$ cat src/rtl/cee_pkg.sv
package cee_pkg;

  localparam int FRAC_BITS_DEF = 24;
  localparam int MAX_DIGITS = 18;
  localparam int MANT_W = 60;
  localparam int FD_W = 5;
  localparam int MAG_W = 129;
  localparam int MUL_STEPS = 64;

  localparam logic [63:0] SMAX = 64'h7FFF_FFFF_FFFF_FFFF;
  localparam logic [63:0] SMIN = 64'h8000_0000_0000_0000;

  localparam logic [7:0] CH_PLUS = 8'h2B;
  localparam logic [7:0] CH_MINUS = 8'h2D;
  localparam logic [7:0] CH_TIMES = 8'h2A;
  localparam logic [7:0] CH_DIVIDE = 8'h2F;
  localparam logic [7:0] CH_POINT = 8'h2E;
  localparam logic [7:0] CH_ZERO = 8'h30;
  localparam logic [7:0] CH_NINE = 8'h39;

  localparam int ERR_DIV0 = 0;
  localparam int ERR_OVF = 1;

  localparam logic [1:0] ST_OK = 2'd0;
  localparam logic [1:0] ST_DIV0 = 2'd1;
  localparam logic [1:0] ST_OVF = 2'd2;

  typedef enum logic [2:0] {
    OP_PLUS = 3'd0,
    OP_MINUS = 3'd1,
    OP_TIMES = 3'd2,
    OP_DIVIDE = 3'd3,
    OP_NONE = 3'd4
  } op_t;

  typedef enum logic [3:0] {
    S_IDLE,
    S_DECODE,
    S_OPER,
    S_MUL,
    S_DIV,
    S_ROUND,
    S_PACK,
    S_FIN,
    S_EMIT
  } state_t;

  typedef struct packed {
    logic [7:0] char_code;
    logic       last_char;
  } in_item_t;

  typedef struct packed {
    logic signed [63:0] result_value;
    logic [1:0]         status;
  } out_item_t;

  typedef struct packed {
    logic load;
    logic clr_token;
    logic tok_zero;
    logic tok_sat;
    logic tdiv_init;
    logic div_init;
    logic div_step;
    logic mul_init;
    logic mul_step;
    logic do_round;
    logic round_mul;
    logic do_pack;
    logic pack_operand;
    logic addsub;
    logic div_zero;
    logic set_pending;
    logic emit;
  } cee_cmd_t;

  typedef struct packed {
    logic ends;
    logic last;
    logic tok_present;
    logic tok_two_points;
    logic tok_big;
    logic den_zero;
    logic out_busy;
    op_t  pending;
  } cee_stat_t;

  function automatic logic [63:0] pow10(input logic [FD_W-1:0] n);
    logic [63:0] v;
    unique case (n)
      5'd0: v = 64'd1;
      5'd1: v = 64'd10;
      5'd2: v = 64'd100;
      5'd3: v = 64'd1000;
      5'd4: v = 64'd10000;
      5'd5: v = 64'd100000;
      5'd6: v = 64'd1000000;
      5'd7: v = 64'd10000000;
      5'd8: v = 64'd100000000;
      5'd9: v = 64'd1000000000;
      5'd10: v = 64'd10000000000;
      5'd11: v = 64'd100000000000;
      5'd12: v = 64'd1000000000000;
      5'd13: v = 64'd10000000000000;
      5'd14: v = 64'd100000000000000;
      5'd15: v = 64'd1000000000000000;
      5'd16: v = 64'd10000000000000000;
      5'd17: v = 64'd100000000000000000;
      5'd18: v = 64'd1000000000000000000;
      default: v = 64'd1;
    endcase
    return v;
  endfunction

  localparam logic [63:0] DIGIT_LIMIT = pow10(FD_W'(MAX_DIGITS));

  function automatic op_t op_code(input logic [7:0] c);
    op_t o;
    priority if (c == CH_PLUS) o = OP_PLUS;
    else if (c == CH_MINUS) o = OP_MINUS;
    else if (c == CH_TIMES) o = OP_TIMES;
    else if (c == CH_DIVIDE) o = OP_DIVIDE;
    else o = OP_NONE;
    return o;
  endfunction

endpackage

$ cat src/rtl/cee_ctrl.sv
module cee_ctrl #(
  parameter int FRAC_BITS = cee_pkg::FRAC_BITS_DEF
) (
  input  logic               clk,
  input  logic               rst,
  input  logic               in_valid,
  output logic               in_stall,
  input  cee_pkg::cee_stat_t stat,
  output cee_pkg::cee_cmd_t  cmd
);
  import cee_pkg::*;

  localparam int NUM_W = 64 + FRAC_BITS;
  localparam int CNT_W = $clog2(NUM_W);

  state_t state, state_next;
  logic [CNT_W-1:0] cnt, cnt_next;
  logic use_mul, use_mul_next;
  logic to_operand, to_operand_next;

  always_ff @(posedge clk) begin
    if (rst) begin
      state <= S_IDLE;
      cnt <= '0;
      use_mul <= 1'b0;
      to_operand <= 1'b0;
    end else begin
      state <= state_next;
      cnt <= cnt_next;
      use_mul <= use_mul_next;
      to_operand <= to_operand_next;
    end
  end

  always_comb begin
    state_next = state;
    cnt_next = cnt;
    use_mul_next = use_mul;
    to_operand_next = to_operand;
    cmd = '0;
    in_stall = 1'b1;
    unique case (state)
      S_IDLE: begin
        in_stall = 1'b0;
        if (in_valid) begin
          cmd.load = 1'b1;
          state_next = S_DECODE;
        end
      end
      S_DECODE: begin
        if (!stat.ends) begin
          state_next = S_IDLE;
        end else begin
          cmd.clr_token = 1'b1;
          state_next = S_OPER;
          if (stat.tok_present) begin
            priority if (stat.tok_two_points) begin
              cmd.tok_zero = 1'b1;
            end else if (stat.tok_big) begin
              cmd.tok_sat = 1'b1;
            end else begin
              cmd.tdiv_init = 1'b1;
              cnt_next = '0;
              use_mul_next = 1'b0;
              to_operand_next = 1'b1;
              state_next = S_DIV;
            end
          end
        end
      end
      S_OPER: begin
        state_next = S_FIN;
        use_mul_next = 1'b0;
        to_operand_next = 1'b0;
        cnt_next = '0;
        unique case (stat.pending)
          OP_PLUS, OP_MINUS: cmd.addsub = 1'b1;
          OP_TIMES: begin
            cmd.mul_init = 1'b1;
            use_mul_next = 1'b1;
            state_next = S_MUL;
          end
          OP_DIVIDE: begin
            if (stat.den_zero) begin
              cmd.div_zero = 1'b1;
            end else begin
              cmd.div_init = 1'b1;
              state_next = S_DIV;
            end
          end
          default: ;
        endcase
      end
      S_MUL: begin
        cmd.mul_step = 1'b1;
        cnt_next = cnt + 1'b1;
        if (cnt == CNT_W'(MUL_STEPS - 1)) state_next = S_ROUND;
      end
      S_DIV: begin
        cmd.div_step = 1'b1;
        cnt_next = cnt + 1'b1;
        if (cnt == CNT_W'(NUM_W - 1)) state_next = S_ROUND;
      end
      S_ROUND: begin
        cmd.do_round = 1'b1;
        cmd.round_mul = use_mul;
        state_next = S_PACK;
      end
      S_PACK: begin
        cmd.do_pack = 1'b1;
        cmd.pack_operand = to_operand;
        state_next = to_operand ? S_OPER : S_FIN;
      end
      S_FIN: begin
        cmd.set_pending = 1'b1;
        state_next = stat.last ? S_EMIT : S_IDLE;
      end
      S_EMIT: begin
        if (!stat.out_busy) begin
          cmd.emit = 1'b1;
          state_next = S_IDLE;
        end
      end
      default: state_next = S_IDLE;
    endcase
  end

  a_mul_cnt: assert property (@(posedge clk) disable iff (rst)
    state == S_MUL |-> cnt < CNT_W'(MUL_STEPS)) else $error("multiply step count out of range");
  a_round_after_iter: assert property (@(posedge clk) disable iff (rst)
    state == S_ROUND |-> $past(state) == S_MUL || $past(state) == S_DIV)
    else $error("round without iteration");
  a_one_init: assert property (@(posedge clk) disable iff (rst)
    $onehot0({cmd.mul_init, cmd.div_init, cmd.tdiv_init, cmd.addsub, cmd.div_zero}))
    else $error("conflicting datapath starts");

endmodule

$ cat src/rtl/cee_dp.sv
module cee_dp #(
  parameter int FRAC_BITS = cee_pkg::FRAC_BITS_DEF
) (
  input  logic               clk,
  input  logic               rst,
  input  cee_pkg::in_item_t  in_data,
  input  cee_pkg::cee_cmd_t  cmd,
  output cee_pkg::cee_stat_t stat,
  output logic               out_valid,
  input  logic               out_stall,
  output cee_pkg::out_item_t out_data
);
  import cee_pkg::*;

  localparam int NUM_W = 64 + FRAC_BITS;

  logic [7:0] char_r;
  logic last_r;
  logic [63:0] running, operand;
  logic [MANT_W-1:0] mant;
  logic [FD_W-1:0] frac_digits;
  logic [1:0] pcount;
  logic tpresent;
  op_t pending;
  logic [1:0] err;

  logic [NUM_W-1:0] div_num;
  logic [63:0] div_rem, div_den;
  logic [127:0] mul_p;
  logic [63:0] mul_b;
  logic [MAG_W-1:0] mag;
  logic neg;

  // digit entry
  logic in_digit, in_point;
  logic [63:0] m10d;
  logic fits;
  always_comb begin
    in_digit = in_data.char_code >= CH_ZERO && in_data.char_code <= CH_NINE;
    in_point = in_data.char_code == CH_POINT;
    m10d = ({4'b0, mant} << 3) + ({4'b0, mant} << 1)
         + {60'b0, 4'(in_data.char_code - CH_ZERO)};
    fits = ({4'b0, mant} < DIGIT_LIMIT) && (m10d < DIGIT_LIMIT);
  end

  // operands and arithmetic
  logic [63:0] mag_a, mag_b, sum, diff;
  logic ovf_add, ovf_sub;
  logic [64:0] div_t, mul_sum;
  logic div_ge, rnd_div, rnd_mul;
  logic [127:0] mul_sh;
  logic [128:0] mul_pw;
  logic [MAG_W-1:0] lim;
  logic [63:0] packed_val;
  logic pack_ovf;
  always_comb begin
    mag_a = running[63] ? (~running + 64'd1) : running;
    mag_b = operand[63] ? (~operand + 64'd1) : operand;
    sum = running + operand;
    diff = running - operand;
    ovf_add = (~(running[63] ^ operand[63])) & (running[63] ^ sum[63]);
    ovf_sub = (running[63] ^ operand[63]) & (running[63] ^ diff[63]);
    div_t = {div_rem, div_num[NUM_W-1]};
    div_ge = div_t >= {1'b0, div_den};
    rnd_div = {div_rem, 1'b0} >= {1'b0, div_den};
    mul_sum = {1'b0, mul_p[127:64]} + {1'b0, mul_p[0] ? mul_b : 64'd0};
    mul_sh = mul_p >> FRAC_BITS;
    mul_pw = {mul_p, 1'b0};
    rnd_mul = mul_pw[FRAC_BITS];
    lim = neg ? MAG_W'(SMIN) : MAG_W'(SMAX);
    pack_ovf = mag > lim;
    if (pack_ovf) packed_val = neg ? SMIN : SMAX;
    else packed_val = neg ? (~mag[63:0] + 64'd1) : mag[63:0];
  end

  always_comb begin
    stat.ends = !((char_r >= CH_ZERO && char_r <= CH_NINE) || char_r == CH_POINT) || last_r;
    stat.last = last_r;
    stat.tok_present = tpresent;
    stat.tok_two_points = pcount >= 2'd2;
    stat.tok_big = {4'b0, mant} >= DIGIT_LIMIT;
    stat.den_zero = operand == 64'd0;
    stat.out_busy = out_valid && out_stall;
    stat.pending = pending;
  end

  // architectural state
  always_ff @(posedge clk) begin
    if (rst || cmd.emit) begin
      running <= '0;
      operand <= '0;
      mant <= '0;
      frac_digits <= '0;
      pcount <= '0;
      tpresent <= 1'b0;
      pending <= OP_PLUS;
      err <= '0;
    end else begin
      if (cmd.load) begin
        char_r <= in_data.char_code;
        last_r <= in_data.last_char;
        if (in_digit) begin
          tpresent <= 1'b1;
          if (pcount == 2'd0) begin
            mant <= fits ? m10d[MANT_W-1:0] : DIGIT_LIMIT[MANT_W-1:0];
          end else if (pcount == 2'd1 && fits && frac_digits < FD_W'(MAX_DIGITS)) begin
            mant <= m10d[MANT_W-1:0];
            frac_digits <= frac_digits + 1'b1;
          end
        end else if (in_point) begin
          tpresent <= 1'b1;
          if (pcount < 2'd2) pcount <= pcount + 1'b1;
        end
      end
      if (cmd.clr_token) begin
        mant <= '0;
        frac_digits <= '0;
        pcount <= '0;
        tpresent <= 1'b0;
      end
      if (cmd.tok_zero) operand <= '0;
      if (cmd.tok_sat) begin
        operand <= SMAX;
        err[ERR_OVF] <= 1'b1;
      end
      if (cmd.addsub) begin
        if (pending == OP_PLUS) begin
          running <= ovf_add ? (running[63] ? SMIN : SMAX) : sum;
          if (ovf_add) err[ERR_OVF] <= 1'b1;
        end else begin
          running <= ovf_sub ? (running[63] ? SMIN : SMAX) : diff;
          if (ovf_sub) err[ERR_OVF] <= 1'b1;
        end
      end
      if (cmd.div_zero) begin
        err[ERR_DIV0] <= 1'b1;
        if (running != 64'd0) running <= running[63] ? SMIN : SMAX;
      end
      if (cmd.do_pack) begin
        if (pack_ovf) err[ERR_OVF] <= 1'b1;
        if (cmd.pack_operand) operand <= packed_val;
        else running <= packed_val;
      end
      if (cmd.set_pending) pending <= op_code(char_r);
    end
  end

  // shared divider, multiplier and rounding registers
  always_ff @(posedge clk) begin
    if (cmd.tdiv_init) begin
      div_num <= NUM_W'(mant) << FRAC_BITS;
      div_den <= pow10(frac_digits);
      div_rem <= '0;
      neg <= 1'b0;
    end else if (cmd.div_init) begin
      div_num <= NUM_W'(mag_a) << FRAC_BITS;
      div_den <= mag_b;
      div_rem <= '0;
      neg <= running[63] ^ operand[63];
    end else if (cmd.div_step) begin
      div_rem <= div_ge ? (div_t[63:0] - div_den) : div_t[63:0];
      div_num <= {div_num[NUM_W-2:0], div_ge};
    end
    if (cmd.mul_init) begin
      mul_p <= {64'd0, mag_a};
      mul_b <= mag_b;
      neg <= running[63] ^ operand[63];
    end else if (cmd.mul_step) begin
      mul_p <= {mul_sum, mul_p[63:1]};
    end
    if (cmd.do_round) begin
      if (cmd.round_mul) mag <= MAG_W'(mul_sh) + MAG_W'(rnd_mul);
      else mag <= MAG_W'(div_num) + MAG_W'(rnd_div);
    end
  end

  // output register
  always_ff @(posedge clk) begin
    if (rst) begin
      out_valid <= 1'b0;
    end else if (cmd.emit) begin
      out_valid <= 1'b1;
    end else if (!out_stall) begin
      out_valid <= 1'b0;
    end
  end

  always_ff @(posedge clk) begin
    if (cmd.emit) begin
      out_data.result_value <= running;
      out_data.status <= err[ERR_DIV0] ? ST_DIV0 : (err[ERR_OVF] ? ST_OVF : ST_OK);
    end
  end

  a_no_emit_busy: assert property (@(posedge clk) disable iff (rst)
    cmd.emit |-> !(out_valid && out_stall)) else $error("result lost in output register");
  a_reset_after_emit: assert property (@(posedge clk) disable iff (rst)
    cmd.emit |=> running == 64'd0 && pending == OP_PLUS && err == 2'd0)
    else $error("state not cleared after result");
  a_point_range: assert property (@(posedge clk) disable iff (rst)
    pcount != 2'd3) else $error("point count out of range");

endmodule

$ cat src/rtl/chain_expression_evaluator.sv
// Channel | Direction | Payload                               | Handshake
// in      | input     | in_data  (char_code, last_char)       | in_valid / in_stall
// out     | output    | out_data (result_value, status)       | out_valid / out_stall
//
// A digit or point is loaded and decoded. An operator character first converts a typed
// token through the shared restoring divider (one bit a cycle), then applies + and -
// with an add/subtract, and * and / through the multiplier or divider followed by
// rounding and packing. The multiplier is a one-bit-a-cycle shift-and-add over 64 steps.
// Reset (rst, synchronous) returns the calculator to an empty expression.
// The result sits in an output register; a new expression is taken while it waits,
// and a second result stalls input until out_stall drops, as does any non-idle state.
module chain_expression_evaluator #(
  parameter int FRAC_BITS = cee_pkg::FRAC_BITS_DEF
) (
  input  logic               clk,
  input  logic               rst,
  input  logic               in_valid,
  output logic               in_stall,
  input  cee_pkg::in_item_t  in_data,
  output logic               out_valid,
  input  logic               out_stall,
  output cee_pkg::out_item_t out_data
);
  import cee_pkg::*;

  // command and status between sequencer and datapath
  cee_cmd_t cmd;
  cee_stat_t stat;

  // sequence each transaction: decode, convert token, apply operator, emit
  cee_ctrl #(.FRAC_BITS(FRAC_BITS)) u_ctrl (
    .clk(clk),
    .rst(rst),
    .in_valid(in_valid),
    .in_stall(in_stall),
    .stat(stat),
    .cmd(cmd)
  );

  // hold expression state, arithmetic units and the output register
  cee_dp #(.FRAC_BITS(FRAC_BITS)) u_dp (
    .clk(clk),
    .rst(rst),
    .in_data(in_data),
    .cmd(cmd),
    .stat(stat),
    .out_valid(out_valid),
    .out_stall(out_stall),
    .out_data(out_data)
  );

endmodule

$ cat config.mk
export PLATFORM = sky130hd
export DESIGN_NAME = chain_expression_evaluator
export DESIGN_NICKNAME = d
export VERILOG_FILES = /design/src/rtl/cee_pkg.sv /design/src/rtl/cee_ctrl.sv /design/src/rtl/cee_dp.sv /design/src/rtl/chain_expression_evaluator.sv
export SDC_FILE = /design/constraint.sdc
export NUM_CORES = 2
export LEC_CHECK = 0
export ABC_AREA = 1
export BUFFER_PORTS_ARGS = -buffer_cell sky130_fd_sc_hd__clkbuf_2
export CORE_ASPECT_RATIO = 1.5
export CORE_MARGIN = 8
export CORE_UTILIZATION = 25
export DETAILED_ROUTE_END_ITERATION = 10
export PLACE_DENSITY = 0.38
export SLEW_MARGIN = 10
export SYNTH_ARGS = -nofsm -noshare
export SYNTH_HDL_FRONTEND = slang
export SYNTH_SLANG_ARGS = --single-unit
$ cat constraint.sdc
create_clock -name clk -period 12.3 [get_ports clk]
set_clock_uncertainty 0.05 [all_clocks]
set_input_delay 0 -clock clk [delete_from_list [all_inputs] [get_ports clk]]
set_output_delay 0 -clock clk [all_outputs]
set_load 0.01 [all_outputs]
Word level (Yosys, flattened, before mapping):

Memory sizes are Yosys's and may differ from the RTL's. A register that Yosys moved wholly into a read port is not among the register bits.
Index checks and enable logic that the tools add are counted.

* register bits after elaboration: 828
* ROM bits: 1792
* input port bits: 13
* output and inout bits: 68
* logic and storage cells: 241
* memories kept: 1

* $add $sub $neg: 15
* order comparisons: 13
* equal/unequal tests: 29
* mux-type cells: 107
* bitwise operators: 12
* reduce and logical (&&, ||, !) cells: 36

Memories
* (no name shown): words 32, bits a word 56, read ports 1, clocked after memory_dff 1, wr ports 0, line cee_pkg.sv:91 `unique case (n)`

Operator list (number)
* $mux 64: 25
* $add 64x1->64 const B: 3
* $not 64->64: 3
* $mux 60: 3
* $mux 88: 2
* $ge 65x64->1: 2
* $gt 129x129->1: 1
* $mux 129: 1
* $sub 64x64->64: 2
* $add 104x1->105: 1
* $add 88x1->89: 1
* $mux 84: 1
* $add 64x64->65: 1
* $add 63x61->64: 1
* $add 64x4->64: 1
* $add 64x64->64: 1
* $logic_not 64->1: 1
* $lt 64x60->1 const B: 1
* $reduce_bool 64->1: 1
* $ge 60x60->1 const B: 1
* $lt 60x60->1 const B: 1
* $eq 8x6->1 const B: 6
* $mux 1: 41
* $mux 4: 10
* 44 further kinds: 101

Longest topological paths before layout:

* depth after elaboration: 13
* mapped depth: 36
* gate-level depth less buffers: 36

By module:

From an unflattened synthesis, not the netlist that was laid out.

* cells, all modules: 10727
* area, all modules: 71069.4 µm²

By module, submodules not included
* cee_dp: times used 1, cells each 10571, area each 70142.3 µm², seq. area each 21190.3 µm²
* cee_ctrl: times used 1, cells each 156, area each 927.1 µm², seq. area each 260.2 µm²

Worst setup path before layout:

OpenSTA, ideal clock, no wires.

* path type: reg2reg
* from: reg u_ctrl.state[2]
* to: reg u_dp.mag[39] (data pin)
* setup time: 130 ps
* arrival: 10103 ps
* path slack: 2017 ps
* stages on the path, launching flop included: 11
* buffers on the path: 2
* clock period less this slack: 10283 ps
* cells stage by stage: dfxtp_1 -> inv_1 -> nor2_1 -> inv_1 -> nor3_1 -> nand2_1 -> clkinv_1 -> clkbuf_1 -> clkbuf_1 -> nand2_1 -> nand2_1

* longest elaborated chain between the ends: 3

RTL lines
* from (decl): line cee_ctrl.sv:16 `state_t state, state_next;`
* from (signal assigned): line cee_ctrl.sv:28 `state <= state_next;`
* $eq 4x3->1: line cee_ctrl.sv:42 `unique case (state)`
* $mux 2: line cee_ctrl.sv:42
* $mux 129: line cee_dp.sv:172 `if (cmd.round_mul) mag <= MAG_W'(mul_sh) + MAG_W'(rnd_mul);`
* to (signal assigned): line cee_dp.sv:172
* to (signal assigned): line cee_dp.sv:173 `else mag <= MAG_W'(div_num) + MAG_W'(rnd_div);`
* to (decl): line cee_dp.sv:31 `logic [MAG_W-1:0] mag;`

Every way passes these cells.
A chain may end at the register's enable or synchronous reset.

Worst setup path after layout:

* from: reg u_dp.operand[2]
* to: reg u_dp.running[7]

* longest elaborated chain between the ends: 10
* elaborated cells on any way between the ends: 18
* classes of those cells: add/sub (2); mux (11); bitwise (4); reduce/logical (1)

RTL lines
* from (decl): line cee_dp.sv:19 `logic [63:0] running, operand;`
* from (signal assigned): line cee_dp.sv:141 `if (cmd.pack_operand) operand <= packed_val;`
* $sub 64x64->64 or $add 64x64->64 (tied branches): line cee_dp.sv:60, cee_dp.sv:59
* $xor 1x1->1 (on tied branches): line cee_dp.sv:62, cee_dp.sv:61
* $and 1x1->1 (on tied branches): line cee_dp.sv:62, cee_dp.sv:61
* $mux 64 (on tied branches): line cee_dp.sv:131, cee_dp.sv:128
* $mux 64: line cee_dp.sv:127 `if (pending == OP_PLUS) begin`
* $mux 64: line cee_dp.sv:126 `if (cmd.addsub) begin`
* $mux 64: line cee_dp.sv:137 `if (running != 64'd0) running <= running[63] ? SMIN : SMAX;`
* $mux 64 *: line cee_dp.sv:135 `if (cmd.div_zero) begin`
* $mux 64: line cee_dp.sv:141
* $mux 64 *: line cee_dp.sv:139 `if (cmd.do_pack) begin`
* to (signal assigned): line cee_dp.sv:131 `running <= ovf_sub ? (running[63] ? SMIN : SMAX) : diff;`
* to (signal assigned): line cee_dp.sv:137
* to (signal assigned): line cee_dp.sv:142 `else running <= packed_val;`
* to (decl): line cee_dp.sv:19

Mark *: on every way between the ends. The rest lies on a longest branch, timed or not.

==> metrics.txt <==
status completed; synth warn 0; dpl ws 5.246 ns; Reg2Reg Depth 31; PD cells 191.3 nW/um2; RSZ-0062 raised after global routing false; Placed Area 76100 um2; 1st-iter DRT viols 5767; clk_lat worst skew 0.79 ns; drt pass-1 iters 8; top post-synthesis cells by count nand2_1 (2520), inv_1 (1756), a21oi_1 (1011); Async SR Flop Fraction 0%; Pins Over Slew Limit 0; initial antenna violation count 13; Lkg Pwr 37.14 nW; non-filler cells, final 14580; Setup TNS 0 ns; crit path kind flop to flop; WL final 394100 um; Via-to-Cell Ratio 5.023; sequential area share after synthesis 30.18%; Core ar. 283800 um2; DRC 0; Hold Path Depth 3; Root Buffer clkbuf_16; CTS H-tree lvls 3; Inst Count DP 14350; endpoints failing setup 0; VDD IR max 118.7 uV; Post-synth EDFFs 433; vias after detailed routing 73230; cell with the most instances after synthesis nand2_1; crit path DAT 7.83 ns; cts repair resizes 0; Tot Pwr 15.30 mW; Area growth, synth to finish 12.52%; Cell variety after synth 72; CTS sink count 855; first-pass GRT wire length 549100 um; endpoints failing hold 0; post-synth design cell area 71080 um2; Clock transition at path regs 0.07 ns; Final nets 11200; post-route design area 79980 um2; RePlAce Congestion 0.9588; worst slew pin tran 1.432 ns; Final HPWL DP 327400 um; number of global-route vias before repair 72690; Worst Hold Class input pin to flop; IO Pins 81; Tot GR Track Use 25.03%; Chip Width 451.4 um; largest net degree at the start of global routing 83; slowest stage cell, crit path o21ai_0; Worst path max stage delay 0.55 ns; Gate Count Post-Synth 10720; Critical Path RT 12.95 ns; WP buf/inv 8; crit path capture type flop; Die Height 669.1 um; Initial Utilization 25.05%; row count 240; share of layout cells above drive strength 1 5.400%; Final min period 7.185 ns; port buffer count 80; Syn Area/Cell 6.630 um2; syn nets 11200; Stages on worst setup path 31; cell family with most CP delay compound AO/OA/AOI/OAI gates; Yosys reg bits 855; CP Max Fanout 28; TritonCTS clock tree built; Startpoint Class flop; Synth top area share 18.29%; ys flop type edfxtp_1; maximum clock rate 139.2 MHz; average wire per standard cell 27.03 um; Synth area leader edfxtp_1; Clock Tree Buf Depth 3; Final WS setup 5.115 ns; fin crit share 58.41%; DIE AREA 302000 um2; FF-to-FF setup slack 5.12 ns; CTS buffer count 105; max capacitance violation total 0; Slew HR 3.504%; Synth area leaders edfxtp_1 (18%), nand2_1 (13%), dfxtp_1 (12%); Final ANT Viol Nets 0; global route overflow 0
-- worst register-to-register path: cells and delay by family, from the launching register on --
family	cells	cell delay, ns
compound gates	10	2.41
buf+inv	8	1.74
simple gates	11	1.55
fa+ha+maj	2	0.93
flops	1	0.42
-- cells in the final DEF (no fill, tap or decap), drive strengths merged, types with 27 or more instances in the layout --
cell type  netlist  final
nand2         2542   2542
inv           1774   1783
nor2          1026   1026
a21oi         1012   1012
o21ai          768    768
ha             460    460
edfxtp         433    433
dfxtp          422    422
nand3          422    422
xor2           369    369
nor3           247    247
clkbuf         295    207
nand4          143    143
nor4           143    143
buf             39    130
a31oi          114    114
xnor2          101    101
o211ai          75     75
clkinv           7     45
o21a            39     39
o22ai           38     38
or2             29     29
a22oi           28     28
o31ai           27     27
-- metrics by stage --
| stage | hold WS, ns | util [%] |
|---|---|---|
| final | 0.1482 | 28.18 |
| after global routing | 0.1106 | 28.17 |
| after CTS | 0.05104 | 28.17 |
| after detailed placement | 0.1565 | 26.82 |
| after global placement | 0.1513 | 26.82 |
| after floorplan | 0.04887 | - |
-- state kept, by name, summed over array words and instances (netlist names), 5 cells and up, named ones only --
name              flops
u_dp.div_num         88
u_dp.char_r           8
u_dp.out_data        66
u_dp.div_rem         64
u_dp.frac_digits      5
u_dp.div_den         64
u_dp.mul_b           64
u_ctrl.cnt            7
u_dp.running         64
u_dp.mant            60
u_dp.operand         64
u_dp.mag            105
u_dp.mul_p          128
-- per-layer routing --
layer | part of all wire [%] | vias to the layer above | GRT usage [%]
met5 | 0.0033 | - | 0
met4 | 6.5 | 2 | 13.52
met3 | 3.9 | 621 | 2.560
met2 | 52 | 2113 | 47.19
met1 | 38 | 35280 | 27.43
li1 | - | 35220 | -
-- cells by family after synthesis --
family / share of synthesized area [%]
buf+inv: 11.28
simple gates: 27.28
xor+xnor: 5.791
compound gates: 17.18
flops: 30.18
fa+ha+maj: 8.294
-- path summary, 6_finish.rpt --
kind                                         to             from
worst min-delay path            u_ctrl.state[3]              rst
worst max register to register  u_dp.running[7]  u_dp.operand[2]
worst min register to register  u_dp.div_rem[2]  u_dp.div_rem[2]
worst max-delay path            u_dp.running[7]  u_dp.operand[2]
-- power breakdown --
group | internal (mW) | total (mW) | switching [mW]
Combinational | 2.08 | 7.83 | 5.75
Sequential | 3.55 | 4.06 | 0.508
Clock | 1.90 | 3.41 | 1.51
-- cell type report --
type,instances,area (um2)
antenna,13,32.53
clock buffer,127,2887
clock inverter,72,773.2
fill,31750,203800
inverter,1781,6693
multi-input combinational,7751,41880
sequential,855,21450
tap,3751,4693
timing repair buffer,229,1567
-- timing repair --
item                                   in CTS  in global routing
endpoints found under the hold margin      29                  0
buffers inserted                            0                  0
hold buffers                               19                  0
(Power assumes the default switching activity.)
